**config.mk**
```make
export PLATFORM = sky130hd
export DESIGN_NAME = seven_segment_scan_serializer
export DESIGN_NICKNAME = d
export VERILOG_FILES = /design/src/hdl/sss_pkg.sv /design/src/hdl/seven_segment_scan_serializer.sv /design/src/hdl/sss_bcd.sv /design/src/hdl/sss_shift.sv
export SDC_FILE = /design/constraint.sdc
export NUM_CORES = 1
export LEC_CHECK = 0
export BUFFER_PORTS_ARGS = -buffer_cell sky130_fd_sc_hd__buf_2
export CAP_MARGIN = 10
export CORE_ASPECT_RATIO = 0.7
export CORE_MARGIN = 10
export CORE_UTILIZATION = 45
export CTS_BUF_LIST = sky130_fd_sc_hd__clkbuf_8
export DETAILED_ROUTE_END_ITERATION = 12
export PLACE_DENSITY = 0.71
export SLEW_MARGIN = 20
export SYNTH_ARGS = -nofsm -noshare
export SYNTH_HDL_FRONTEND = slang
export SYNTH_SLANG_ARGS = --single-unit
```
**constraint.sdc**
```tcl
create_clock -name clk -period 7.7 [get_ports clk]
set_clock_uncertainty 0.2 [all_clocks]
set_input_delay 0.385 -clock clk [delete_from_list [all_inputs] [get_ports clk]]
set_output_delay 0.385 -clock clk [all_outputs]
set_load 0.05 [all_outputs]
```
**src/hdl/sss_pkg.sv**
```systemverilog
// Shared types, constants and glyph table for the seven-segment scan serializer.
package sss_pkg;

    localparam int SEG_W   = 8;
    localparam int SEL_W   = 8;
    localparam int WORD_W  = SEG_W + SEL_W;
    localparam int BIN_W   = 14;
    localparam int BCD_W   = 16;
    localparam int IN_W    = 24;
    localparam int OUT_W   = 8;

    localparam logic [15:0] NUM_MAX   = 16'd9999;
    localparam logic [15:0] CODE_LIM  = 16'd16;
    localparam logic [7:0]  DOT_MASK  = 8'h80;

    typedef logic [1:0] opcode_t;
    localparam opcode_t OP_CHAR    = 2'd0;
    localparam opcode_t OP_NUMBER  = 2'd1;
    localparam opcode_t OP_REFRESH = 2'd2;

    typedef enum logic [2:0] {
        ST_IDLE,
        ST_BCD,
        ST_WRNUM,
        ST_SEARCH,
        ST_READ,
        ST_LOAD
    } ctl_state_t;

    function automatic logic [7:0] glyph(input logic [3:0] code);
        logic [7:0] g;
        case (code)
            4'h0:    g = 8'h3F;
            4'h1:    g = 8'h06;
            4'h2:    g = 8'h5B;
            4'h3:    g = 8'h4F;
            4'h4:    g = 8'h66;
            4'h5:    g = 8'h6D;
            4'h6:    g = 8'h7D;
            4'h7:    g = 8'h07;
            4'h8:    g = 8'h7F;
            4'h9:    g = 8'h6F;
            4'hA:    g = 8'h79;  // E
            4'hB:    g = 8'h50;  // r
            4'hC:    g = 8'h40;  // -
            4'hD:    g = 8'h54;  // n
            4'hE:    g = 8'h5C;  // o
            4'hF:    g = 8'h73;  // P
            default: g = 8'h00;
        endcase
        return g;
    endfunction

    // active-low cathodes
    function automatic logic [7:0] seg_pattern(input logic [3:0] code, input logic dot);
        logic [7:0] p;
        p = glyph(code) | (dot ? DOT_MASK : 8'h00);
        return ~p;
    endfunction

endpackage

```
**src/hdl/seven_segment_scan_serializer.sv**
```systemverilog
// Top level: command decode, digit store, scan pointer and serializer control.
// Usage notes
// Input stream s_*: one item per command. s_tuser is the opcode (write character,
// write four-digit number line, refresh tick). Output stream m_*: one item per
// serial bit, sixteen per refresh, MSB first: segment byte then one-hot select.
// A character write goes straight into the store. A number write runs a
// bit-serial BCD conversion, then writes its four digits one per cycle. A refresh
// steps the pointer one candidate digit per cycle until it finds an active digit,
// reads the store into a register, then hands the 16-bit word to the serializer,
// which sends one bit per cycle while m_tready is high. The next item is taken as
// soon as the word has been handed over; a further refresh waits for the
// serializer to empty.
// Reset clears the active mask and pointer: no digit active, refresh ticks
// produce nothing until a digit is written. When m_tready is low the output
// register holds its bit and the shift register waits.
module seven_segment_scan_serializer
    import sss_pkg::*;
#(
    parameter int NUM_DIGITS = 8
)
(
    input  logic             clk,
    input  logic             rst_n,
    input  logic             s_tvalid,
    output logic             s_tready,
    input  logic [IN_W-1:0]  s_tdata,   // [3:0] digit_position, [19:4] operand_value,
                                        // [20] dot_on, [21] line_select, [23:22] zero
    input  logic [1:0]       s_tuser,   // opcode
    output logic             m_tvalid,
    input  logic             m_tready,
    output logic [OUT_W-1:0] m_tdata,   // [0] serial_bit, [7:1] zero
    output logic             m_tuser,   // is_select_byte
    output logic             m_tlast    // last_bit
);

    localparam int PW = (NUM_DIGITS > 1) ? $clog2(NUM_DIGITS) : 1;

    ctl_state_t state_reg, state_next;

    logic [NUM_DIGITS-1:0] mask_reg, mask_next;
    logic [PW-1:0]         ptr_reg, ptr_next;
    logic [PW-1:0]         cand_reg, cand_next;
    logic                  base_reg, base_next;
    logic [1:0]            cnt_reg, cnt_next;

    logic [SEG_W-1:0]      store_mem [NUM_DIGITS];
    logic [SEG_W-1:0]      rdata_reg;

    logic                  we;
    logic [PW-1:0]         wa;
    logic [SEG_W-1:0]      wd;

    logic [3:0]            in_digit;
    logic [15:0]           in_operand;
    logic                  in_dot;
    logic                  in_line;

    logic                  bcd_start;
    logic                  bcd_done;
    logic [BCD_W-1:0]      bcd_val;
    logic [3:0]            num_digit;
    logic [3:0]            num_nib;

    logic [PW-1:0]         ptr_inc;
    logic [PW-1:0]         cand_inc;

    logic                  ser_load;
    logic                  ser_ready;
    logic [SEL_W-1:0]      sel_byte;

    assign in_digit   = s_tdata[3:0];
    assign in_operand = s_tdata[19:4];
    assign in_dot     = s_tdata[20];
    assign in_line    = s_tdata[21];

    assign s_tready = (state_reg == ST_IDLE);

    assign ptr_inc  = (ptr_reg == PW'(NUM_DIGITS - 1)) ? '0 : ptr_reg + 1'b1;
    assign cand_inc = (cand_reg == PW'(NUM_DIGITS - 1)) ? '0 : cand_reg + 1'b1;

    assign num_digit = {1'b0, base_reg, cnt_reg};
    assign sel_byte  = SEL_W'(1) << ptr_reg;

    // thousands go to the lowest digit of the line
    always_comb
    begin
        case (cnt_reg)
            2'd0:    num_nib = bcd_val[15:12];
            2'd1:    num_nib = bcd_val[11:8];
            2'd2:    num_nib = bcd_val[7:4];
            2'd3:    num_nib = bcd_val[3:0];
            default: num_nib = '0;
        endcase
    end

    always_comb
    begin
        state_next = state_reg;
        mask_next  = mask_reg;
        ptr_next   = ptr_reg;
        cand_next  = cand_reg;
        base_next  = base_reg;
        cnt_next   = cnt_reg;
        we         = 1'b0;
        wa         = '0;
        wd         = '0;
        bcd_start  = 1'b0;
        ser_load   = 1'b0;
        case (state_reg)
            ST_IDLE:
            begin
                if (s_tvalid)
                begin
                    case (s_tuser)
                        OP_CHAR:
                        begin
                            if (in_digit < 4'(NUM_DIGITS) && in_operand < CODE_LIM)
                            begin
                                we        = 1'b1;
                                wa        = in_digit[PW-1:0];
                                wd        = seg_pattern(in_operand[3:0], in_dot);
                                mask_next = mask_reg | (NUM_DIGITS'(1) << wa);
                            end
                        end
                        OP_NUMBER:
                        begin
                            if (in_operand <= NUM_MAX)
                            begin
                                bcd_start  = 1'b1;
                                base_next  = in_line;
                                state_next = ST_BCD;
                            end
                        end
                        OP_REFRESH:
                        begin
                            if (mask_reg != '0)
                            begin
                                cand_next  = ptr_inc;
                                state_next = ST_SEARCH;
                            end
                        end
                        default:
                        begin
                        end
                    endcase
                end
            end
            ST_BCD:
            begin
                if (bcd_done)
                begin
                    cnt_next   = '0;
                    state_next = ST_WRNUM;
                end
            end
            ST_WRNUM:
            begin
                if (num_digit < 4'(NUM_DIGITS))
                begin
                    we        = 1'b1;
                    wa        = num_digit[PW-1:0];
                    wd        = seg_pattern(num_nib, 1'b0);
                    mask_next = mask_reg | (NUM_DIGITS'(1) << wa);
                end
                cnt_next = cnt_reg + 1'b1;
                if (cnt_reg == 2'd3)
                begin
                    state_next = ST_IDLE;
                end
            end
            ST_SEARCH:
            begin
                if (mask_reg[cand_reg])
                begin
                    ptr_next   = cand_reg;
                    state_next = ST_READ;
                end
                else
                begin
                    cand_next = cand_inc;
                end
            end
            ST_READ:
            begin
                state_next = ST_LOAD;
            end
            ST_LOAD:
            begin
                if (ser_ready)
                begin
                    ser_load   = 1'b1;
                    state_next = ST_IDLE;
                end
            end
            default:
            begin
                state_next = ST_IDLE;
            end
        endcase
    end

    always_ff @(posedge clk or negedge rst_n)
    begin
        if (!rst_n)
        begin
            state_reg <= ST_IDLE;
            mask_reg  <= '0;
            ptr_reg   <= '0;
            cand_reg  <= '0;
            base_reg  <= 1'b0;
            cnt_reg   <= '0;
        end
        else
        begin
            state_reg <= state_next;
            mask_reg  <= mask_next;
            ptr_reg   <= ptr_next;
            cand_reg  <= cand_next;
            base_reg  <= base_next;
            cnt_reg   <= cnt_next;
        end
    end

    // only digits marked active are ever read, so the store needs no clearing
    always_ff @(posedge clk)
    begin
        if (we)
        begin
            store_mem[wa] <= wd;
        end
        rdata_reg <= store_mem[ptr_reg];
    end

    sss_bcd u_bcd (
        .clk   (clk),
        .rst_n (rst_n),
        .start (bcd_start),
        .value (in_operand[BIN_W-1:0]),
        .done  (bcd_done),
        .bcd   (bcd_val)
    );

    sss_shift u_shift (
        .clk      (clk),
        .rst_n    (rst_n),
        .load     (ser_load),
        .word     ({rdata_reg, sel_byte}),
        .ready    (ser_ready),
        .m_tvalid (m_tvalid),
        .m_tready (m_tready),
        .m_tdata  (m_tdata),
        .m_tuser  (m_tuser),
        .m_tlast  (m_tlast)
    );

`ifndef SYNTHESIS
    a_search_mask: assert property (@(posedge clk) disable iff (!rst_n)
        (state_reg == ST_SEARCH) |-> (mask_reg != '0))
        else $error("pointer search with no active digit");
    a_load_ready: assert property (@(posedge clk) disable iff (!rst_n)
        ser_load |-> ser_ready)
        else $error("serializer loaded while busy");
    a_ptr_range: assert property (@(posedge clk) disable iff (!rst_n)
        ptr_reg <= PW'(NUM_DIGITS - 1))
        else $error("scan pointer out of range");
`endif

endmodule

```
**src/hdl/sss_bcd.sv**
```systemverilog
// Bit-serial binary to BCD converter (shift and add-3), one bit per cycle.
module sss_bcd
    import sss_pkg::*;
(
    input  logic             clk,
    input  logic             rst_n,
    input  logic             start,
    input  logic [BIN_W-1:0] value,
    output logic             done,
    output logic [BCD_W-1:0] bcd
);

    localparam int CNT_W = $clog2(BIN_W);

    logic [BIN_W-1:0] bin_reg, bin_next;
    logic [BCD_W-1:0] bcd_reg, bcd_next;
    logic [CNT_W-1:0] cnt_reg, cnt_next;
    logic             busy_reg, busy_next;
    logic             done_reg, done_next;
    logic [BCD_W-1:0] adj;

    always_comb
    begin
        for (int n = 0; n < BCD_W / 4; n++)
        begin
            adj[n*4 +: 4] = (bcd_reg[n*4 +: 4] >= 4'd5) ? bcd_reg[n*4 +: 4] + 4'd3
                                                        : bcd_reg[n*4 +: 4];
        end
    end

    always_comb
    begin
        bin_next  = bin_reg;
        bcd_next  = bcd_reg;
        cnt_next  = cnt_reg;
        busy_next = busy_reg;
        done_next = 1'b0;
        if (start)
        begin
            bin_next  = value;
            bcd_next  = '0;
            cnt_next  = '0;
            busy_next = 1'b1;
        end
        else if (busy_reg)
        begin
            bcd_next = {adj[BCD_W-2:0], bin_reg[BIN_W-1]};
            bin_next = {bin_reg[BIN_W-2:0], 1'b0};
            cnt_next = cnt_reg + 1'b1;
            if (cnt_reg == CNT_W'(BIN_W - 1))
            begin
                busy_next = 1'b0;
                done_next = 1'b1;
            end
        end
    end

    always_ff @(posedge clk or negedge rst_n)
    begin
        if (!rst_n)
        begin
            busy_reg <= 1'b0;
            done_reg <= 1'b0;
            cnt_reg  <= '0;
        end
        else
        begin
            busy_reg <= busy_next;
            done_reg <= done_next;
            cnt_reg  <= cnt_next;
        end
    end

    always_ff @(posedge clk)
    begin
        bin_reg <= bin_next;
        bcd_reg <= bcd_next;
    end

    assign done = done_reg;
    assign bcd  = bcd_reg;

endmodule

```
**src/hdl/sss_shift.sv**
```systemverilog
// Output serializer: 16-bit shift register feeding a registered stream output.
module sss_shift
    import sss_pkg::*;
(
    input  logic              clk,
    input  logic              rst_n,
    input  logic              load,
    input  logic [WORD_W-1:0] word,
    output logic              ready,
    output logic              m_tvalid,
    input  logic              m_tready,
    output logic [OUT_W-1:0]  m_tdata,   // [0] serial_bit, rest zero
    output logic              m_tuser,   // is_select_byte
    output logic              m_tlast    // last_bit
);

    localparam int IDX_W = $clog2(WORD_W);

    logic [WORD_W-1:0] shift_reg, shift_next;
    logic [IDX_W-1:0]  idx_reg, idx_next;
    logic              busy_reg, busy_next;
    logic              vld_reg, vld_next;
    logic              bit_reg, bit_next;
    logic              sel_reg, sel_next;
    logic              last_reg, last_next;
    logic              out_free;

    assign out_free = !vld_reg || m_tready;

    always_comb
    begin
        shift_next = shift_reg;
        idx_next   = idx_reg;
        busy_next  = busy_reg;
        vld_next   = vld_reg && !m_tready;
        bit_next   = bit_reg;
        sel_next   = sel_reg;
        last_next  = last_reg;
        if (load)
        begin
            shift_next = word;
            idx_next   = '0;
            busy_next  = 1'b1;
        end
        else if (busy_reg && out_free)
        begin
            vld_next   = 1'b1;
            bit_next   = shift_reg[WORD_W-1];
            sel_next   = idx_reg >= IDX_W'(SEG_W);
            last_next  = idx_reg == IDX_W'(WORD_W - 1);
            shift_next = {shift_reg[WORD_W-2:0], 1'b0};
            idx_next   = idx_reg + 1'b1;
            if (idx_reg == IDX_W'(WORD_W - 1))
            begin
                busy_next = 1'b0;
            end
        end
    end

    always_ff @(posedge clk or negedge rst_n)
    begin
        if (!rst_n)
        begin
            busy_reg <= 1'b0;
            vld_reg  <= 1'b0;
            idx_reg  <= '0;
        end
        else
        begin
            busy_reg <= busy_next;
            vld_reg  <= vld_next;
            idx_reg  <= idx_next;
        end
    end

    always_ff @(posedge clk)
    begin
        shift_reg <= shift_next;
        bit_reg   <= bit_next;
        sel_reg   <= sel_next;
        last_reg  <= last_next;
    end

    assign ready    = !busy_reg;
    assign m_tvalid = vld_reg;
    assign m_tdata  = {{(OUT_W-1){1'b0}}, bit_reg};
    assign m_tuser  = sel_reg;
    assign m_tlast  = last_reg;

`ifndef SYNTHESIS
    a_load_idle: assert property (@(posedge clk) disable iff (!rst_n)
        load |-> !busy_reg)
        else $error("serializer loaded while busy");
    a_load_busy: assert property (@(posedge clk) disable iff (!rst_n)
        load |=> busy_reg)
        else $error("load did not start serializer");
    a_last_sel: assert property (@(posedge clk) disable iff (!rst_n)
        (vld_reg && last_reg) |-> sel_reg)
        else $error("last bit outside select byte");
`endif

endmodule
```
==> impl_summary.txt <==
----------------------------------------------------
[Floorplanning]
  Placeable core area ... 0.0164 mm^2
  I/O pin cnt ... between 40 and 50
  Die width ... roughly 180 um
  Number of core rows ... 39
  Initial Utilization ... between 40 and 50%
  Die area ... around 0.023 mm^2
  Die height ... 129 um

[Detailed routing]
  Vias post-DR ... about 5000
  DRC violation count after routing ... 0
  Overall routed net length ... roughly 15 mm
  Routed WL per cell ... roughly 17 um
  First-pass iteration count of the detailed router ... 5
  DRC violation total after the first TritonRoute iteration ... around 480
  Via density per instance ... between 5 and 6
  Antenna Nets Post-Route ... 0

[Critical path]
  Sort of element at the start of the critical path ... flip-flop
  Worst endpoint required time ... 7.64 ns
  Kind of end point of the critical path ... flip-flop
  Crit Path Max Fanout ... 8
  Worst path max stage delay ... approximately 0.64 ns
  Worst Path Arrival ... 3.38 ns
  Category of the critical setup timing path ... flip-flop to flip-flop
  Count of buffering cells on the critical path with inverters included ... 2
  Slowest cell on crit path ... sky130_fd_sc_hd__o22ai_1
  CP Cell Sequence ... inv_1, ha_1, mux2i_1, inv_1, ha_1, mux2i_1, o21ai_0, o22ai_1
  Family with the most delay on the worst path ... compound AO/OA/AOI/OAI gates

[Synth]
  Synth unique cells ... between 60 and 70
  Combined area of all synthesized cells ... between 0.007 and 0.008 mm^2
  Post-Syn Instances ... 638
  Share of flip-flops with an asynchronous set or reset ... 20.9%
  Synthesis warning total ... 0
  Register bit total from synthesis ... about 150
  Number of flops mapped to enable cells by yosys ... 97
  Most used flip-flop cell after synthesis ... sky130_fd_sc_hd__edfxtp_1
  Sequential area share after synthesis ... a little under three fifths
  Average size of a mapped cell ... approximately 12 um^2

[Finish]
  Post-layout net count ... around 730
  Max reg flops ... 64
  Area grow syn2layout ... 9.70%
  Leading cell types in the layout, fill and taps excluded ... 97 x sky130_fd_sc_hd__nand2_1, 97 x sky130_fd_sc_hd__edfxtp_1, 38 x sky130_fd_sc_hd__ha_1, 37 x sky130_fd_sc_hd__nor2_1, 33 x sky130_fd_sc_hd__inv_1
  Inserted Diodes ... 0
  Final core utilization ... ~51%
  Fraction of layout instances using a drive strength above 1 ... between 10% and 20%

[Global route]
  Via count of the first global-routing pass ... ~5000
  Maximum number of pins on one net before global-route repair ... 38
  Antenna violations before repair ... 0
  Global routing usage summed across all routing layers ... between 10 and 15%
  Total gr overflow ... 0
  Global-route wire length before repair ... 25.3 mm

[STA]
  Max frequency ... 291 MHz
  Minimum clock period after layout ... 3.44 ns
  Count of final max-slew check failures ... 0
  RSZ-0062 raised after global routing ... no
  Total of endpoints with negative setup slack in the final report ... 0
  Worst slew margin ... approximately a third
  Setup_tns ... 0 ns
  Worst-margin pin slew ... 0.965 ns
  Total count of hold-check failures in the final report ... 0
  Worst setup margin ... between 4 and 5 ns
  Final period utilization ... between 40% and 50%

[CTS]
  CTS sink count ... 153
  H-tree Lvls ... 4
  Worst-case clock buffer depth ... 2
  TritonCTS buffer count ... 17
  Clock tree from TritonCTS ... done
  Clock network latency to the later pin of the worst-skew pair ... between 0.4 and 0.5 ns
  Post-CTS Setup Inserts ... 0
  Count of hold buffers inserted by post-cts repair ... 3
  Clock transition at path regs ... ~0.090 ns
  Number of gates resized after CTS ... 0
  Root Buffer Master ... sky130_fd_sc_hd__clkbuf_8

[Placement]
  Worst slack at placement ... 4.35 ns
  IO Port Bufs ... 32
  Placer's final routability congestion estimate ... 0.918
  Post-detailed-placement half-perimeter wirelength ... roughly 11 mm

[Power]
  PD cells ... approximately 360 mW/mm^2
  Leakage component of the power ... 0.00327 uW
  Worst vdd ir ... ~0.14 mV

[Hold path]
  Class of the tightest hold or removal check ... input port to flip-flop

[Job]
  Max Cap Violations ... 0

[Status]
  Status ... completed

----------------------------------------------------
==> through the flow <==
step | instance area (um^2) | total power (uW) | hold WS, ns | instances
floorplan | 7610 | 2120 | -0.111 | 644
global placement | 7880 | 2300 | 0.214 | 869
detailed placement | 7880 | 2380 | 0.213 | 869
CTS | 8310 | 3010 | 0.0345 | 904
global route | 8320 | 3200 | 0.0505 | 904
finish | 8320 | 3000 | 0.0514 | 904
==> worst paths after layout <==
check / start / end / slack, ns / cells past startpoint
max: cnt_reg[1]$_DFFE_PN0P_ / store_mem[3][4]$_DFFE_PP_ / 4.26 / 8
min: s_tdata[9] / u_bcd.bin_reg[5]$_DFFE_PP_ / 0.05 / 2
max reg2reg: cnt_reg[1]$_DFFE_PN0P_ / store_mem[3][4]$_DFFE_PP_ / 4.26 / 8
min reg2reg: u_shift.shift_reg[15]$_DFFE_PP_ / u_shift.bit_reg$_DFFE_PP_ / 0.23 / 0
max in group asynchronous: rst_n / ptr_reg[0]$_DFFE_PN0P_ / 6.49 / 2
min in group asynchronous: rst_n / u_shift.m_tvalid$_DFF_PN0_ / 0.31 / 2
==> layer usage <==
layer  share of wire [%]  up-vias  GRT usage (%)
met2                  44      159           20.8
met5                   0        -              0
met1                  48     2410           19.3
li1                    -     2345              -
met4                 1.4        0           5.02
met3                 6.9       18           3.74
==> layout make-up <==
cell class / instances / area (um^2)
Clock inverter: 15 / 173
Tap cell: 225 / 282
Timing Repair Buffer: 40 / 228
Clock buffer: 17 / 234
Sequential cell: 153 / 4200
Inverter: 33 / 124
Multi-Input combinational cell: 421 / 3080
Fill cell: 1410 / 8130
==> worst register-to-register path: cells and delay by family, from the launching register on <==
kind                       cells  cell delay (ns)
muxes                          2             0.67
adders and majority gates      2             0.62
DFF                            1             0.47
AOI/OAI and AO/OA              2             0.73
buffers and inverters          2             0.43
==> where the power goes <==
part           internal, uW  total [uW]  switching (uW)
Clock                   321         628             307
Combinational           438        1040             599
Sequential             1120        1330             210
Total                  1880        3000            1120
==> synth_stat cells (all sizes together), types with 7 or more instances <==
master  number  share of area [%]
nor3        11                1.0
a21oi       21                1.4
o21ai       28                1.9
nand2b      14                1.2
dfxtp       24                6.3
xnor2        8               0.92
buf         22                2.0
nand2       98                4.9
clkbuf      15               0.74
mux2i       21                2.8
inv         33                1.6
mux2        18                2.7
ha          38                6.3
a21o         7               0.69
mux4        17                5.0
nand3       15               0.99
nor2        37                1.8
edfxtp      97                 38
dfrtp       32                 11
==> cell families after synthesis <==
group,share of synthesized area (%)
xor gates and xnor gates,1.27
muxes,10.5
AOI/OAI and AO/OA,9.47
DFF,55.3
buffers and inverters,4.37
adders and majority gates,6.27
and+or+nand+nor,12.8
other,0.0494
Note: power is estimated with default switching activity, not from simulation.
